==> src/rtl/qed_pkg.sv <==
`timescale 1ns / 1ps

package qed_pkg;

  localparam int unsigned STEPS_PER_DETENT_DEF = 4;
  localparam int unsigned INVALID_WIDTH_DEF    = 16;

  localparam int unsigned PhaseW     = 2;
  localparam int unsigned PhaseCntW  = 8;
  localparam int unsigned ButtonCntW = 16;
  localparam int unsigned TotalW     = 16;
  localparam int unsigned CfgIdxW    = 2;
  localparam int unsigned CfgDataW   = 16;

  localparam logic [CfgIdxW-1:0] CFG_PHASE_STABLE = 2'd0;
  localparam logic [CfgIdxW-1:0] CFG_BUTTON_TICKS = 2'd1;
  localparam logic [CfgIdxW-1:0] CFG_INIT_PHASE   = 2'd2;
  localparam logic [CfgIdxW-1:0] CFG_INIT_PRESSED = 2'd3;

  localparam logic [PhaseCntW-1:0]  PHASE_STABLE_RST = 8'd4;
  localparam logic [ButtonCntW-1:0] BUTTON_TICKS_RST = 16'd1000;
  localparam logic [PhaseW-1:0]     INIT_PHASE_RST   = 2'd0;
  localparam logic                  INIT_PRESSED_RST = 1'b0;

  typedef struct packed {
    logic cw;
    logic ccw;
  } phase_evt_t;

  typedef struct packed {
    logic press;
    logic release_evt;
  } button_evt_t;

  typedef struct packed {
    logic              step_cw;
    logic              step_ccw;
    logic              press_event;
    logic              release_event;
    logic [TotalW-1:0] invalid_total;
  } result_t;

  // Gray-code step: index is {old phase, new phase}
  function automatic logic signed [1:0] gray_delta(input logic [3:0] idx);
    logic signed [1:0] d;
    case (idx) inside
      4'd1, 4'd7, 4'd8, 4'd14:  d = 2'sd1;
      4'd2, 4'd4, 4'd11, 4'd13: d = -2'sd1;
      default:                  d = 2'sd0;
    endcase
    return d;
  endfunction

endpackage

==> src/rtl/qed_in_if.sv <==
`timescale 1ns / 1ps

interface qed_in_if;
  logic       valid;
  logic       ready;
  logic [1:0] phase_in;
  logic       button_in;

  modport source (output valid, output phase_in, output button_in, input ready);
  modport sink   (input valid, input phase_in, input button_in, output ready);
endinterface

==> src/rtl/qed_out_if.sv <==
`timescale 1ns / 1ps

interface qed_out_if;
  logic        valid;
  logic        ready;
  logic        step_cw;
  logic        step_ccw;
  logic        press_event;
  logic        release_event;
  logic [15:0] invalid_total;

  modport source (output valid, output step_cw, output step_ccw, output press_event,
                  output release_event, output invalid_total, input ready);
  modport sink   (input valid, input step_cw, input step_ccw, input press_event,
                  input release_event, input invalid_total, output ready);
endinterface

==> src/rtl/quadrature_encoder_debounce_core.sv <==
`timescale 1ns / 1ps

// Channel   Dir  Handshake      Payload
// in_i      in   valid/ready    phase_in[1:0], button_in
// out_o     out  valid/ready    step_cw, step_ccw, press_event, release_event,
//                               invalid_total[15:0]
// cfg       in   cfg_we_i       cfg_index_i[1:0], cfg_wdata_i[15:0]
//
// One transaction in gives one transaction out, registered in the cycle after it is accepted.
// Throughput is one transaction per cycle while out_o.ready is high; the result register is the only stage.
// in_i.ready is high while the result register is empty or being drained.
// Reset loads the register defaults and the matching start state.

module quadrature_encoder_debounce_core #(
  parameter int unsigned STEPS_PER_DETENT = qed_pkg::STEPS_PER_DETENT_DEF,
  parameter int unsigned INVALID_WIDTH    = qed_pkg::INVALID_WIDTH_DEF
) (
  input  logic                          clk_i,
  input  logic                          rst_ni,
  qed_in_if.sink                        in_i,
  qed_out_if.source                     out_o,
  input  logic                          cfg_we_i,
  input  logic [qed_pkg::CfgIdxW-1:0]   cfg_index_i,
  input  logic [qed_pkg::CfgDataW-1:0]  cfg_wdata_i
);

  logic [qed_pkg::PhaseCntW-1:0]  stable_samples_q;
  logic [qed_pkg::ButtonCntW-1:0] ticks_q;
  logic [qed_pkg::PhaseW-1:0]     init_phase_q;
  logic                           init_pressed_q;
  logic                           load_phase, load_button;

  logic                 in_fire;
  logic                 out_valid_q;
  qed_pkg::result_t     out_q, out_d;
  qed_pkg::phase_evt_t  phase_evt;
  qed_pkg::button_evt_t button_evt;
  logic [INVALID_WIDTH-1:0] inv_cnt;
  logic [31:0]          inv_ext;

  always_comb begin
    load_phase  = 1'b0;
    load_button = 1'b0;
    if (cfg_we_i) begin
      unique case (cfg_index_i)
        qed_pkg::CFG_INIT_PHASE:   load_phase  = 1'b1;
        qed_pkg::CFG_INIT_PRESSED: load_button = 1'b1;
        default: ;
      endcase
    end
  end

  always_ff @(posedge clk_i or negedge rst_ni) begin
    if (!rst_ni) begin
      stable_samples_q <= qed_pkg::PHASE_STABLE_RST;
      ticks_q          <= qed_pkg::BUTTON_TICKS_RST;
      init_phase_q     <= qed_pkg::INIT_PHASE_RST;
      init_pressed_q   <= qed_pkg::INIT_PRESSED_RST;
    end else if (cfg_we_i) begin
      unique case (cfg_index_i)
        qed_pkg::CFG_PHASE_STABLE: stable_samples_q <= cfg_wdata_i[qed_pkg::PhaseCntW-1:0];
        qed_pkg::CFG_BUTTON_TICKS: ticks_q          <= cfg_wdata_i[qed_pkg::ButtonCntW-1:0];
        qed_pkg::CFG_INIT_PHASE:   init_phase_q     <= cfg_wdata_i[qed_pkg::PhaseW-1:0];
        qed_pkg::CFG_INIT_PRESSED: init_pressed_q   <= cfg_wdata_i[0];
        default: ;
      endcase
    end
  end

  assign in_i.ready = !out_valid_q || out_o.ready;
  assign in_fire    = in_i.valid && in_i.ready;

  qed_phase #(
    .STEPS_PER_DETENT (STEPS_PER_DETENT),
    .INVALID_WIDTH    (INVALID_WIDTH)
  ) u_phase (
    .clk_i            (clk_i),
    .rst_ni           (rst_ni),
    .en_i             (in_fire),
    .load_i           (load_phase),
    .init_phase_i     (cfg_wdata_i[qed_pkg::PhaseW-1:0]),
    .stable_samples_i (stable_samples_q),
    .phase_i          (in_i.phase_in),
    .evt_o            (phase_evt),
    .inv_cnt_o        (inv_cnt)
  );

  qed_button u_button (
    .clk_i          (clk_i),
    .rst_ni         (rst_ni),
    .en_i           (in_fire),
    .load_i         (load_button),
    .init_pressed_i (cfg_wdata_i[0]),
    .ticks_i        (ticks_q),
    .button_i       (in_i.button_in),
    .evt_o          (button_evt)
  );

  assign inv_ext = 32'(inv_cnt);

  always_comb begin
    out_d.step_cw       = phase_evt.cw;
    out_d.step_ccw      = phase_evt.ccw;
    out_d.press_event   = button_evt.press;
    out_d.release_event = button_evt.release_evt;
    out_d.invalid_total = inv_ext[qed_pkg::TotalW-1:0];
  end

  always_ff @(posedge clk_i or negedge rst_ni) begin
    if (!rst_ni) begin
      out_valid_q <= 1'b0;
    end else if (in_i.ready) begin
      out_valid_q <= in_i.valid;
    end
  end

  always_ff @(posedge clk_i) begin
    if (in_fire) begin
      out_q <= out_d;
    end
  end

  assign out_o.valid         = out_valid_q;
  assign out_o.step_cw       = out_q.step_cw;
  assign out_o.step_ccw      = out_q.step_ccw;
  assign out_o.press_event   = out_q.press_event;
  assign out_o.release_event = out_q.release_event;
  assign out_o.invalid_total = out_q.invalid_total;

  a_fire_loads: assert property (@(posedge clk_i) disable iff (!rst_ni)
    in_fire |=> out_valid_q)
    else $error("accepted transaction did not reach the result register");

  a_stall_full: assert property (@(posedge clk_i) disable iff (!rst_ni)
    !in_i.ready |-> out_valid_q)
    else $error("input stalled with an empty result register");

  a_dir_excl: assert property (@(posedge clk_i) disable iff (!rst_ni)
    out_valid_q |-> !(out_q.step_cw && out_q.step_ccw))
    else $error("both detent directions in one result");

  a_btn_excl: assert property (@(posedge clk_i) disable iff (!rst_ni)
    out_valid_q |-> !(out_q.press_event && out_q.release_event))
    else $error("press and release in one result");

endmodule

==> src/rtl/qed_phase.sv <==
`timescale 1ns / 1ps

module qed_phase #(
  parameter int unsigned STEPS_PER_DETENT = qed_pkg::STEPS_PER_DETENT_DEF,
  parameter int unsigned INVALID_WIDTH    = qed_pkg::INVALID_WIDTH_DEF
) (
  input  logic                             clk_i,
  input  logic                             rst_ni,
  input  logic                             en_i,
  input  logic                             load_i,
  input  logic [qed_pkg::PhaseW-1:0]       init_phase_i,
  input  logic [qed_pkg::PhaseCntW-1:0]    stable_samples_i,
  input  logic [qed_pkg::PhaseW-1:0]       phase_i,
  output qed_pkg::phase_evt_t              evt_o,
  output logic [INVALID_WIDTH-1:0]         inv_cnt_o
);

  localparam int unsigned SumW = $clog2(STEPS_PER_DETENT + 1) + 1;
  localparam logic signed [SumW-1:0] DetentPos = SumW'(STEPS_PER_DETENT);
  localparam logic signed [SumW-1:0] DetentNeg = -DetentPos;

  logic [qed_pkg::PhaseW-1:0]    stable_q, stable_d;
  logic [qed_pkg::PhaseW-1:0]    cand_q, cand_d;
  logic [qed_pkg::PhaseCntW-1:0] hold_q, hold_d, hold_inc;
  logic signed [SumW-1:0]        sum_q, sum_d, sum_add;
  logic [INVALID_WIDTH-1:0]      inv_q, inv_d;
  logic signed [1:0]             delta;
  logic                          accept_step;
  logic                          jump;

  always_comb begin
    stable_d = stable_q;
    cand_d   = cand_q;
    hold_d   = hold_q;
    sum_d    = sum_q;
    inv_d    = inv_q;
    evt_o    = '0;
    hold_inc = ((phase_i != cand_q) ? '0 : hold_q) + 1'b1;
    jump     = ((phase_i ^ stable_q) == 2'b11);
    delta    = qed_pkg::gray_delta({stable_q, phase_i});
    sum_add  = sum_q + SumW'(delta);
    accept_step = 1'b0;
    if (phase_i == stable_q) begin
      cand_d = phase_i;
      hold_d = '0;
    end else begin
      cand_d = phase_i;
      hold_d = hold_inc;
      if (hold_inc >= stable_samples_i) begin
        accept_step = 1'b1;
        stable_d    = phase_i;
        hold_d      = '0;
        if (jump) begin
          sum_d = '0;
          inv_d = inv_q + 1'b1;
        end else if (sum_add >= DetentPos) begin
          evt_o.cw = 1'b1;
          sum_d    = '0;
        end else if (sum_add <= DetentNeg) begin
          evt_o.ccw = 1'b1;
          sum_d     = '0;
        end else begin
          sum_d = sum_add;
        end
      end
    end
  end

  assign inv_cnt_o = inv_d;

  always_ff @(posedge clk_i or negedge rst_ni) begin
    if (!rst_ni) begin
      stable_q <= qed_pkg::INIT_PHASE_RST;
      cand_q   <= qed_pkg::INIT_PHASE_RST;
      hold_q   <= '0;
      sum_q    <= '0;
      inv_q    <= '0;
    end else if (load_i) begin
      stable_q <= init_phase_i;
      cand_q   <= init_phase_i;
      hold_q   <= '0;
      sum_q    <= '0;
    end else if (en_i) begin
      stable_q <= stable_d;
      cand_q   <= cand_d;
      hold_q   <= hold_d;
      sum_q    <= sum_d;
      inv_q    <= inv_d;
    end
  end

  a_inv_step: assert property (@(posedge clk_i) disable iff (!rst_ni)
    (inv_q == $past(inv_q)) || (inv_q == $past(inv_q) + 1'b1))
    else $error("invalid count moved by more than one");

  a_sum_range: assert property (@(posedge clk_i) disable iff (!rst_ni)
    (sum_q < DetentPos) && (sum_q > DetentNeg))
    else $error("movement sum holds a full detent");

  a_evt_needs_step: assert property (@(posedge clk_i) disable iff (!rst_ni)
    (evt_o.cw || evt_o.ccw) |-> (accept_step && !jump))
    else $error("detent without an accepted step");

endmodule

==> src/rtl/qed_button.sv <==
`timescale 1ns / 1ps

module qed_button (
  input  logic                           clk_i,
  input  logic                           rst_ni,
  input  logic                           en_i,
  input  logic                           load_i,
  input  logic                           init_pressed_i,
  input  logic [qed_pkg::ButtonCntW-1:0] ticks_i,
  input  logic                           button_i,
  output qed_pkg::button_evt_t           evt_o
);

  logic                           level_q, level_d;
  logic                           armed_q, armed_d;
  logic [qed_pkg::ButtonCntW-1:0] hold_q, hold_d, hold_inc;

  always_comb begin
    level_d  = level_q;
    armed_d  = armed_q;
    evt_o    = '0;
    hold_inc = hold_q + 1'b1;
    if (button_i == level_q) begin
      hold_d = '0;
    end else if (hold_inc >= ticks_i) begin
      hold_d            = '0;
      level_d           = button_i;
      evt_o.press       = armed_q & button_i;
      evt_o.release_evt = armed_q & ~button_i;
      if (!button_i) begin
        armed_d = 1'b1;
      end
    end else begin
      hold_d = hold_inc;
    end
  end

  always_ff @(posedge clk_i or negedge rst_ni) begin
    if (!rst_ni) begin
      level_q <= qed_pkg::INIT_PRESSED_RST;
      armed_q <= ~qed_pkg::INIT_PRESSED_RST;
      hold_q  <= '0;
    end else if (load_i) begin
      level_q <= init_pressed_i;
      armed_q <= ~init_pressed_i;
      hold_q  <= '0;
    end else if (en_i) begin
      level_q <= level_d;
      armed_q <= armed_d;
      hold_q  <= hold_d;
    end
  end

  a_disarmed_pressed: assert property (@(posedge clk_i) disable iff (!rst_ni)
    !armed_q |-> level_q)
    else $error("disarmed while released");

endmodule

==> src/flat_wrapper.sv <==
// flat-port wrapper written by rule: the top's interface ports become plain ports
module quadrature_encoder_debounce_core_flat 
#(
  parameter int unsigned STEPS_PER_DETENT = qed_pkg::STEPS_PER_DETENT_DEF,
  parameter int unsigned INVALID_WIDTH    = qed_pkg::INVALID_WIDTH_DEF
)
  (clk_i, rst_ni, cfg_we_i, cfg_index_i, cfg_wdata_i, in_i_valid, in_i_phase_in, in_i_button_in, in_i_ready, out_o_valid, out_o_step_cw, out_o_step_ccw, out_o_press_event, out_o_release_event, out_o_invalid_total, out_o_ready);
  qed_in_if in_i_i ();
  qed_out_if out_o_i ();
  input  logic clk_i;
  input  logic rst_ni;
  input  logic cfg_we_i;
  input  logic [qed_pkg::CfgIdxW-1:0] cfg_index_i;
  input  logic [qed_pkg::CfgDataW-1:0] cfg_wdata_i;
  input wire logic [$bits(in_i_i.valid)-1:0] in_i_valid;
  input wire logic [$bits(in_i_i.phase_in)-1:0] in_i_phase_in;
  input wire logic [$bits(in_i_i.button_in)-1:0] in_i_button_in;
  output wire logic [$bits(in_i_i.ready)-1:0] in_i_ready;
  output wire logic [$bits(out_o_i.valid)-1:0] out_o_valid;
  output wire logic [$bits(out_o_i.step_cw)-1:0] out_o_step_cw;
  output wire logic [$bits(out_o_i.step_ccw)-1:0] out_o_step_ccw;
  output wire logic [$bits(out_o_i.press_event)-1:0] out_o_press_event;
  output wire logic [$bits(out_o_i.release_event)-1:0] out_o_release_event;
  output wire logic [$bits(out_o_i.invalid_total)-1:0] out_o_invalid_total;
  input wire logic [$bits(out_o_i.ready)-1:0] out_o_ready;
  assign in_i_i.valid = in_i_valid;
  assign in_i_i.phase_in = in_i_phase_in;
  assign in_i_i.button_in = in_i_button_in;
  assign in_i_ready = in_i_i.ready;
  assign out_o_valid = out_o_i.valid;
  assign out_o_step_cw = out_o_i.step_cw;
  assign out_o_step_ccw = out_o_i.step_ccw;
  assign out_o_press_event = out_o_i.press_event;
  assign out_o_release_event = out_o_i.release_event;
  assign out_o_invalid_total = out_o_i.invalid_total;
  assign out_o_i.ready = out_o_ready;
  quadrature_encoder_debounce_core #(.STEPS_PER_DETENT(STEPS_PER_DETENT), .INVALID_WIDTH(INVALID_WIDTH)) u_core (.clk_i(clk_i), .rst_ni(rst_ni), .in_i(in_i_i), .out_o(out_o_i), .cfg_we_i(cfg_we_i), .cfg_index_i(cfg_index_i), .cfg_wdata_i(cfg_wdata_i));
endmodule
==> config.mk <==
export PLATFORM = sky130hd
export DESIGN_NAME = quadrature_encoder_debounce_core_flat
export DESIGN_NICKNAME = d
export VERILOG_FILES = /design/src/rtl/qed_pkg.sv /design/src/rtl/qed_in_if.sv /design/src/rtl/qed_out_if.sv /design/src/rtl/quadrature_encoder_debounce_core.sv /design/src/rtl/qed_phase.sv /design/src/rtl/qed_button.sv /design/src/flat_wrapper.sv
export SDC_FILE = /design/constraint.sdc
export NUM_CORES = 1
export LEC_CHECK = 0
export ABC_AREA = 1
export BUFFER_PORTS_ARGS = -buffer_cell sky130_fd_sc_hd__buf_2
export CAP_MARGIN = 25
export CORE_MARGIN = 10
export CORE_UTILIZATION = 36
export DETAILED_ROUTE_END_ITERATION = 10
export GPL_TIMING_DRIVEN = 0
export PLACE_DENSITY_LB_ADDON = 0.05
export RECOVER_POWER = 25
export SLEW_MARGIN = 5
export SYNTH_ARGS = -nofsm -noshare
export SYNTH_HDL_FRONTEND = slang
export SYNTH_SLANG_ARGS = --single-unit
==> constraint.sdc <==
create_clock -name clk_i -period 7.4 [get_ports clk_i]
set_clock_uncertainty 0.15 [all_clocks]
set_input_delay 0.37 -clock clk_i [delete_from_list [all_inputs] [get_ports clk_i]]
set_output_delay 0.37 -clock clk_i [all_outputs]
set_load 0.05 [all_outputs]
## Yosys cells after proc, flatten, opt, wreduce, memory -nomap -nowiden

Cells that the tools add are included.

| word-level totals | value |
|---|---|
| logic and storage cells | 111 |
| register bits after elaboration | 95 |
| output and inout port bits | 22 |
| input port bits | 26 |

| cells by class | value |
|---|---|
| muxes and demuxes | 42 |
| $lt $le $gt $ge | 4 |
| add/sub/neg operators | 4 |
| equality and inequality tests | 18 |
| reductions and logical operators | 19 |
| bitwise logic cells | 8 |

Operator list:

| operator | count |
|---|---|
| 16-bit two-way mux | 7 |
| 8-bit two-way mux | 5 |
| 16-bit by 1-bit adder with 16-bit output, second input constant | 2 |
| 4-bit two-way mux | 7 |
| 4-bit == test, second input constant | 4 |
| 16-bit >= comparator | 1 |
| 2-bit two-way mux | 8 |
| 1-bit two-way mux | 15 |
| 4-bit OR reduction | 3 |
| 8-bit by 1-bit adder with 8-bit output, second input constant | 1 |
| 4-bit by 3-bit == test with 1-bit output, second input constant | 2 |
| 8-bit >= comparator | 1 |
| 2-bit nonzero test | 4 |
| 2-bit == test, second input constant | 3 |
| 2-bit by 1-bit inequality test with 1-bit output, second input constant | 3 |
| 2-bit AND reduction | 3 |
| 3-bit AND reduction | 2 |
| 1-bit NOT | 5 |
| 4-bit by 2-bit adder with 4-bit output | 1 |
| 4-bit by 1-bit == test with 1-bit output, second input constant | 1 |
| 4-bit by 2-bit == test with 1-bit output, second input constant | 1 |
| 4-bit >= comparator, second input constant | 1 |
| 4-bit by 3-bit <= comparator with 1-bit output, second input constant | 1 |
| 4-bit AND reduction | 1 |
| other kinds (12) | 13 |

## Logic depth before layout (Yosys ltp)

Gate-level depths: netlist (run 1).

| logic depth | value |
|---|---|
| word-level depth | 13 |
| mapped depth | 21 |
| mapped depth without buffers | 21 |

## Modules after synthesis

From an unflattened synthesis (run 1), not the netlist that was laid out.

| second synthesis, totals | value |
|---|---|
| cell total of the unflattened synthesis | 794 |
| area total of the unflattened synthesis | 6,134.6 sq um |

Modules (own cells, without submodules):

| module | seq. area each (sq um) | times used | cells an instance | area each (sq um) |
|---|---|---|---|---|
| qed_phase | 800.8 | 1 | 443 | 2,874.0 |
| quadrature_encoder_debounce_core | 1,234.9 | 1 | 137 | 1,740.4 |
| qed_button | 451.7 | 1 | 214 | 1,520.2 |

## Worst setup path before layout (run 1)

Ideal clock, no wire load.

| timing | value |
|---|---|
| path kind | register -> register |
| start | register u_core.u_phase.cand_q[1] (netlist name) |
| end | register u_core.out_q, in the netlist u_core.out_o.invalid_total[14] (data pin) |
| cell stages (with the launch flop) | 15 |
| period minus slack after synthesis | 2.944 ns |
| required time | 6.995 ns |
| slack | 4.456 ns |
| setup time | 0.255 ns |
| arrival time | 2.539 ns |
| buffers on the path | 1 |
| path through | dfrtp_1 xnor2_1 nand2_2 nor2_1 ha_1 nand3_1 and2_1 ha_1 nand2_1 nor2_1 nand4_1 nand3_2 buf_4 nand4_1 and2_1 |

| on the way | value |
|---|---|
| word-level cells in the longest chain between the ends | 6 |

RTL lines:

| what | line | text |
|---|---|---|
| start, declared | qed_phase.sv:23 | `logic [qed_pkg::PhaseW-1:0] cand_q, cand_d;` |
| start signal, assigned | qed_phase.sv:74 | `cand_q <= qed_pkg::INIT_PHASE_RST;` |
| start signal, assigned | qed_phase.sv:80 | `cand_q <= init_phase_i;` |
| start signal, assigned | qed_phase.sv:85 | `cand_q <= cand_d;` |
| 2-bit inequality test | qed_phase.sv:38 | `hold_inc = ((phase_i != cand_q) ? '0 : hold_q) + 1'b1;` |
| 8-bit two-way mux | qed_phase.sv:38 |  |
| 8-bit by 1-bit adder with 8-bit output | qed_phase.sv:38 |  |
| 8-bit >= comparator | qed_phase.sv:49 | `if (hold_inc >= stable_samples_i) begin` |
| 16-bit two-way mux | qed_phase.sv:49 |  |
| 16-bit two-way mux | qed_phase.sv:43 | `if (phase_i == stable_q) begin` |
| named net u_core.inv_cnt[14] | quadrature_encoder_debounce_core.sv:38 | `logic [INVALID_WIDTH-1:0] inv_cnt;` |
| end signal, assigned | quadrature_encoder_debounce_core.sv:119 | `out_q <= out_d;` |
| end, declared | quadrature_encoder_debounce_core.sv:35 | `qed_pkg::result_t out_q, out_d;` |

The timed path passes the listed nets, and every way through them passes these cells.
A chain may end at the register's enable or synchronous reset.

==> results of run 1 <==
==> sequential cells by signal (all words and copies together) (netlist names), 2 cells and up <==
name / cells
u_core.out_o.invalid_total: 16
u_core.ticks_q: 16
u_core.u_button.hold_q: 16
u_core.u_phase.inv_q: 16
u_core.stable_samples_q: 8
u_core.u_phase.hold_q: 8
u_core.u_phase.sum_q: 4
u_core.u_phase.cand_q: 2
u_core.u_phase.stable_q: 2
==> cell usage in the layout (no fill, tap or decap), types with 3 or more instances in the layout <==
cell type,Yosys,final
inv_1,122,122
dfstp_2,8,8
nand2_2,11,11
dfrtp_1,67,67
nor3_1,9,9
nor2_4,3,3
clkbuf_16,0,9
xnor2_1,13,13
clkbuf_1,6,8
o21ai_2,3,3
and2_1,4,4
edfxtp_1,20,20
buf_2,2,48
nor2_2,5,5
o21bai_1,3,3
nor2_1,47,47
o22ai_1,15,15
a21oi_1,15,15
o21ai_0,42,42
ha_1,30,30
nand3_1,41,41
nand2_1,226,226
xor2_1,11,11
nand4_1,13,13
bufinv_16,0,3
==> power groups by stage <==
stage	sequential (mW)	combinational, mW	clock (mW)
floorplan	0.721	0.283	0
global placement	0.679	0.433	0
detailed placement	0.681	0.447	0
CTS	0.671	0.450	0.552
global route	0.683	0.509	0.569
finish	0.672	0.441	0.534
==> tightest hold or removal path, cell delays in order <==
cell and delay, ns:
buf_2 0.09, nor2_1 0.09, a21oi_1 0.04
==> worst paths after layout <==
path	to	cells past startpoint	startpoint	slack [ns]
hold / removal	u_core.ticks_q[8]	3	cfg_wdata_i[8]	0.10
setup / recovery	u_core.stable_samples_q[0]	3	rst_ni	2.78
setup reg to reg	u_core.out_o.invalid_total[9]	14	u_core.u_phase.cand_q[1]	3.88
hold reg to reg	u_core.u_button.armed_q	2	u_core.u_button.armed_q	0.32
max in group clk_i	u_core.out_o.invalid_total[9]	14	u_core.u_phase.cand_q[1]	3.88
min in group asynchronous	u_core.ticks_q[10]	2	rst_ni	0.50
==> kinds of logic (layout without fill, tap and decap cells) <==
logic type | Yosys count | in the layout | synth area share [%]
adders and majority gates | 31 | 31 | 6.97
buffers and inverters | 136 | 200 | 9.31
AOI/OAI and AO/OA | 83 | 83 | 8.09
DFF | 95 | 95 | 43.8
and+or+nand+nor | 365 | 365 | 27.8
xor gates and xnor gates | 25 | 25 | 3.99
==> layout make-up <==
| cell class | instances | share of cell area [%] |
|---|---|---|
| clock buffer | 9 | 3.45 |
| timing repair buffer | 49 | 3.80 |
| tap | 211 | 4.05 |
| clock inverter | 6 | 1.69 |
| multi-input combinational | 504 | 40.8 |
| buffer | 11 | 0.902 |
| inverter | 125 | 7.19 |
| sequential | 95 | 38.1 |
==> metal layers <==
| metal | vias to the layer above | wire length (um) |
|---|---|---|
| met4 | 0 | 211 |
| li1 | 2448 | - |
| met1 | 2168 | 6810 |
| met3 | 13 | 397 |
| met5 | - | 0 |
| met2 | 82 | 6110 |
==> through the flow <==
step                      cell area, um2  hold WS (ns)  cells  setup WS, ns  power [mW]
after floorplan                     5670       -0.0756    735          4.46        1.00
after global placement              6170         0.313    993          3.78        1.11
after detailed placement            6200         0.113    994          3.75        1.13
after CTS                           6550        0.0921   1010          3.86        1.67
after global routing                6520         0.115   1010          1.88        1.76
final                               6520         0.103   1010          2.78        1.65
==> results.md, run 1 <==
- Area share of the largest cell type after synthesis: 29.5%
- Switching Power: 0.560 mW
- CP max-delay cell: clkbuf_1
- DP HPWL: 10,200 um
- Post-synth top cells: nand2_1 (226), inv_1 (122), dfrtp_1 (67)
- Setup_tns: 0 ns
- Final Util: 42.6%
- Initial Util: 37.1%
- Core area: 15,300 um2
- DR vias: 4,711
- Max_cap viols: 1
- GRT Max-Usage Layer: met2
- Initial antenna violation count: 0
- Number of DRC markers in iteration 0: 247
- F_max: 0.217 GHz
- Largest net degree at the start of global routing: 62
- PD cells: 252 nW/um2
- Routed WL: 13,500 um
- Post-synthesis cell count: 735
- Area delta synth->final: 14.9%
- H-Tree Depth: 3
- Fillcell total: 1,598
- Drt drc: 0
- Total die area: 21,200 um2
- Slowest stage delay, CP: 2.51 ns
- Synth unique cells: 36
- Sink Count: 95
- Vert. Die Dim: 146 um
- VDD IR max: 0.115 mV
- CP Capture Type: asynchronous set/reset pin
- Post-Syn Area: 5670 um2
- Clock Pin Slew Worst Setup and Hold Paths: 0.07 ns
- Setup violations, final: 0
- CP startpoint kind: primary input
- Post-DR vias/cell: 4.66
- Gpl congestion: 0.834
- Max Buffers Root-to-Sink: 2
- CP Class: primary input to asynchronous set/reset pin
- Layout cells sized above 1: 12.9%
- Ant. Diodes: 0
- Met3 usage: 2.36%
- Clock power share: 32.4%
- WL per Instance: 13.4 um
- Async set-reset flop share out of synthesis: 78.9%
- Multi-input combinational cell area: 2660 um2
- Row Count: 45
- Hold-fix buffers, CTS: 1
- CTS resizes: 0
- Cell-internal power: 1.09 mW
- Cts bufs inserted: 9
- Crit path required time: 6.92 ns
- Yosys top cell by area: dfrtp_1
- Ys Warns: 0
- GRT Residual Overflow: 0
- Pleak: 3.32 nW
- Critical path peak fanout: 61
- Syn Nets: 792
- Flops & latches, synth: 95
- RSZ-0062 raised after global routing: false
- Vias in the first global route: 4,755
- Post-CTS Setup Bufs: 0
- Worst relative slew slack: -133%
- IO Count: 48
- Tot GR Track Use: 13.3%
- Root buf cell: clkbuf_16
- CP cell instances: dlygate4sd3_1 -> clkbuf_1 -> clkbuf_1
- ANT nets after route: 0
- Final Slew Violations: 62
- Worst min path class: primary input to flop
- Violated checks: max-capacitance violations, max-slew violations
- Most common cell in the netlist: nand2_1
- EDFF count, synth: 20
- Met2 usage: 21.0%
- Outcome: finished, violations left
- Sw Share: 34.0%
- Final Net Count: 852
- Sequential cell area: 2490 um2
- Clk_lat worst skew: 0.35 ns
- Die W: 146 um
- CP dominant cell by count: clkbuf_1
- Met1 usage: 17.8%
- Part of the power in registers: 40.8%
- Worst Path Arrival: 4.13 ns
- Crit path buf inv count: 3
- Synth Flop Type: dfrtp_1
- Post-synthesis sequential area ratio: 43.8%
- Drt pass-1 iters: 5
- Final period utilization: 62.4%
- IO Port Bufs: 47
- CP top delay family: buffers and inverters
- Worst-Margin Slew: 3.50 ns
- Comb power frac: 26.8%
- Main area contributors after synthesis: dfrtp_1 (30%), nand2_1 (15%), edfxtp_1 (11%), inv_1 (8.1%), ha_1 (6.6%)
- Mean Syn Cell Area: 7.72 um2
- Min cycle time layout: 4.62 ns
- CTS tree: built
- Wire length of the first global-routing pass: 23,300 um
- Final hold viol count: 0
No activity file was read; power rests on OpenSTA's default activity.
==> run 2: changes to the inputs <==
clock period = 3.75 ns   (was 7.4 ns; I/O delays follow)
==> run 2 against run 1 <==
Combinational power rose by 100%; count of clock-buffer cells in the layout did not move; first-iteration DRC count rose by 5.3%; critical path depth rose by 11; the run still ends with max-capacitance violations, max-slew violations left.
==> results.md, run 2 (synthesis gave the netlist of run 1 again) <==
- Initial antenna violation count: 0
- Die W: 146 um
- RR Startpoint: u_core.u_phase.cand_q[1]
- RSZ-0062 raised after global routing: false
- Design area: 6710 um2
- CP startpoint kind: flop
- Root buf cell: clkbuf_16
- Total die area: 21,200 um2
- Wire length of the first global-routing pass: 23,500 um
- Fillcell total: 1,586
- Hold Path Depth: 3
- Final hold viol count: 0
- Final Slew Violations: 62
- CTS tree: built
- Routed WL: 13,700 um
- Number of DRC markers in iteration 0: 260
- Worst setup startpoint: u_core.u_phase.cand_q[1]
- Placed Area: 6200 um2
- Row Count: 45
- Sink Count: 95
- Worst reg2reg setup slack: 0.29 ns
- F_max: 0.289 GHz
- Worst relative slew slack: -8.45%
- Gpl congestion: 0.834
- Tot GR Track Use: 13.4%
- Vert. Die Dim: 146 um
- IO Count: 48
- CP cell instances: xnor2_1 -> nand2_2 -> nor2_1 -> ha_2 -> nand3_1 -> and2_1 -> ha_1 -> nand2_1 -> nor2_1 -> nand4_1 -> nand3_2 -> buf_4 -> nand3_1 -> and2_1
- WL per Instance: 13.3 um
- Max_cap viols: 1
- Worst Hold Launch: cfg_wdata_i[1]
- Final period utilization: 92.4%
- Ant. Diodes: 0
- Largest net degree at the start of global routing: 62
- H-Tree Depth: 3
- Final Power: 3.27 mW
- Post-DR vias/cell: 4.64
- Setup violations, final: 0
- GRT Residual Overflow: 0
- Dpl ws: 0.237 ns
- Reg-to-Reg End: u_core.out_o.invalid_total[9]
- Most frequent cells in the layout: nand2_1 (226), inv_1 (122), dfrtp_1 (66)
- Outcome: finished, violations left
- Worst Path Arrival: 3.41 ns
- Hold Path Sink: u_core.ticks_q[1]
- Critical path peak fanout: 10
- Area delta synth->final: 18.2%
- PD cells: 487 nW/um2
- Final worst slack: 0.285 ns
- Drt pass-1 iters: 4
- Part of the power in registers: 40.6%
- Min cycle time layout: 3.46 ns
- Cts bufs inserted: 9
- Worst-Margin Slew: 1.63 ns
- Worst R2R Path Depth: 14
- Max Buffers Root-to-Sink: 2
- Core area: 15,300 um2
- Crit path required time: 3.70 ns
- CP max-delay cell: dfrtp_1
- DR vias: 4,768
- VDD IR max: 0.226 mV
- Vias in the first global route: 4,811
- Setup_tns: 0 ns
- CP Capture Type: flop
- Final Net Count: 870
- Drt drc: 0
- IO Port Bufs: 47
- Pleak: 3.40 nW
- Comb power frac: 27.2%
- Clk_lat worst skew: 0.35 ns
- DP HPWL: 10,200 um
- Clock Pin Slew Worst Setup and Hold Paths: 0.07 ns
- ANT nets after route: 0
- Worst min path class: primary input to flop
- Cell-internal power: 2.16 mW
- Layout cells sized above 1: 13.3%
- Sw Share: 33.9%
- Commonest non-fill, non-tap cell in the layout: nand2_1
- Slowest stage delay, CP: 0.39 ns
- Worst hold slack: 0.0385 ns
- Clock power share: 32.2%
- Violated checks: max-capacitance violations, max-slew violations
- Initial Util: 37.1%
- CP Class: flop to flop
- Switching Power: 1.11 mW
## run 2: through the flow
stage | utilization, % | std cells
2_1_floorplan | - | 735
3_3_place_gp | 40.3 | 993
3_5_place_dp | 40.5 | 994
4_1_cts | 43.8 | 1026
5_1_grt | 43.8 | 1028
6_report | 43.8 | 1028
## run 2: timing repair
action | 4_1_cts | 5_1_grt
buffers inserted | 0 | 2
resized for setup | 0 | 3
hold buffers | 17 | 0
endpoints found under the hold margin | 90 | 0
setup endpoints to repair | 0 | 19
## run 2: power by group through the flow
stage                     Sequential (mW)  Combinational (mW)  Clock (mW)
after CTS                            1.32               0.902        1.09
after detailed placement             1.34               0.882           0
after floorplan                      1.42               0.559           0
after global routing                 1.35                1.02        1.12
after global placement               1.34               0.855           0
final                                1.33               0.888        1.05
## run 2: worst max path at each step
stage                                          end  slack (ns)  cells after the start
floorplan           u_core.out_o.invalid_total[14]        0.81                     14
global placement     u_core.out_o.invalid_total[9]        0.27                     14
global route               u_core.u_phase.sum_q[2]        0.05                     14
CTS                  u_core.out_o.invalid_total[9]        0.21                     14
detailed placement   u_core.out_o.invalid_total[9]        0.24                     14
finish               u_core.out_o.invalid_total[9]        0.29                     14
## run 2: worst max-delay path: cells and delay by family (launching register included)
family                   cells  cell delay (ns)
adder cells (fa/ha/maj)      2             0.57
flip-flops                   1             0.39
XOR/XNOR                     1             0.19
AND/OR/NAND/NOR             10             1.65
buffers and inverters        1             0.25
## run 2: final cells by class
type                    instances  area [um2]  share of cell area [%]
plain buffers                  11        58.8                   0.877
clock buffers                   9         225                    3.36
clock inverters                 6         110                    1.64
inverters                     125         469                    7.00
multi-input cells             504        2670                    39.8
flip-flops and latches         95        2490                    37.1
well taps                     211         264                    3.94
repair buffers                 67         424                    6.32
## run 2: routing by layer
layer	routed length, um	vias up	GRT usage (%)	share of wire, %
met5	0	-	0	0
met2	6210	80	21.2	45
met1	6850	2192	17.9	50
met3	432	13	2.42	3.2
met4	210	0	4.90	1.5
li1	-	2483	-	-
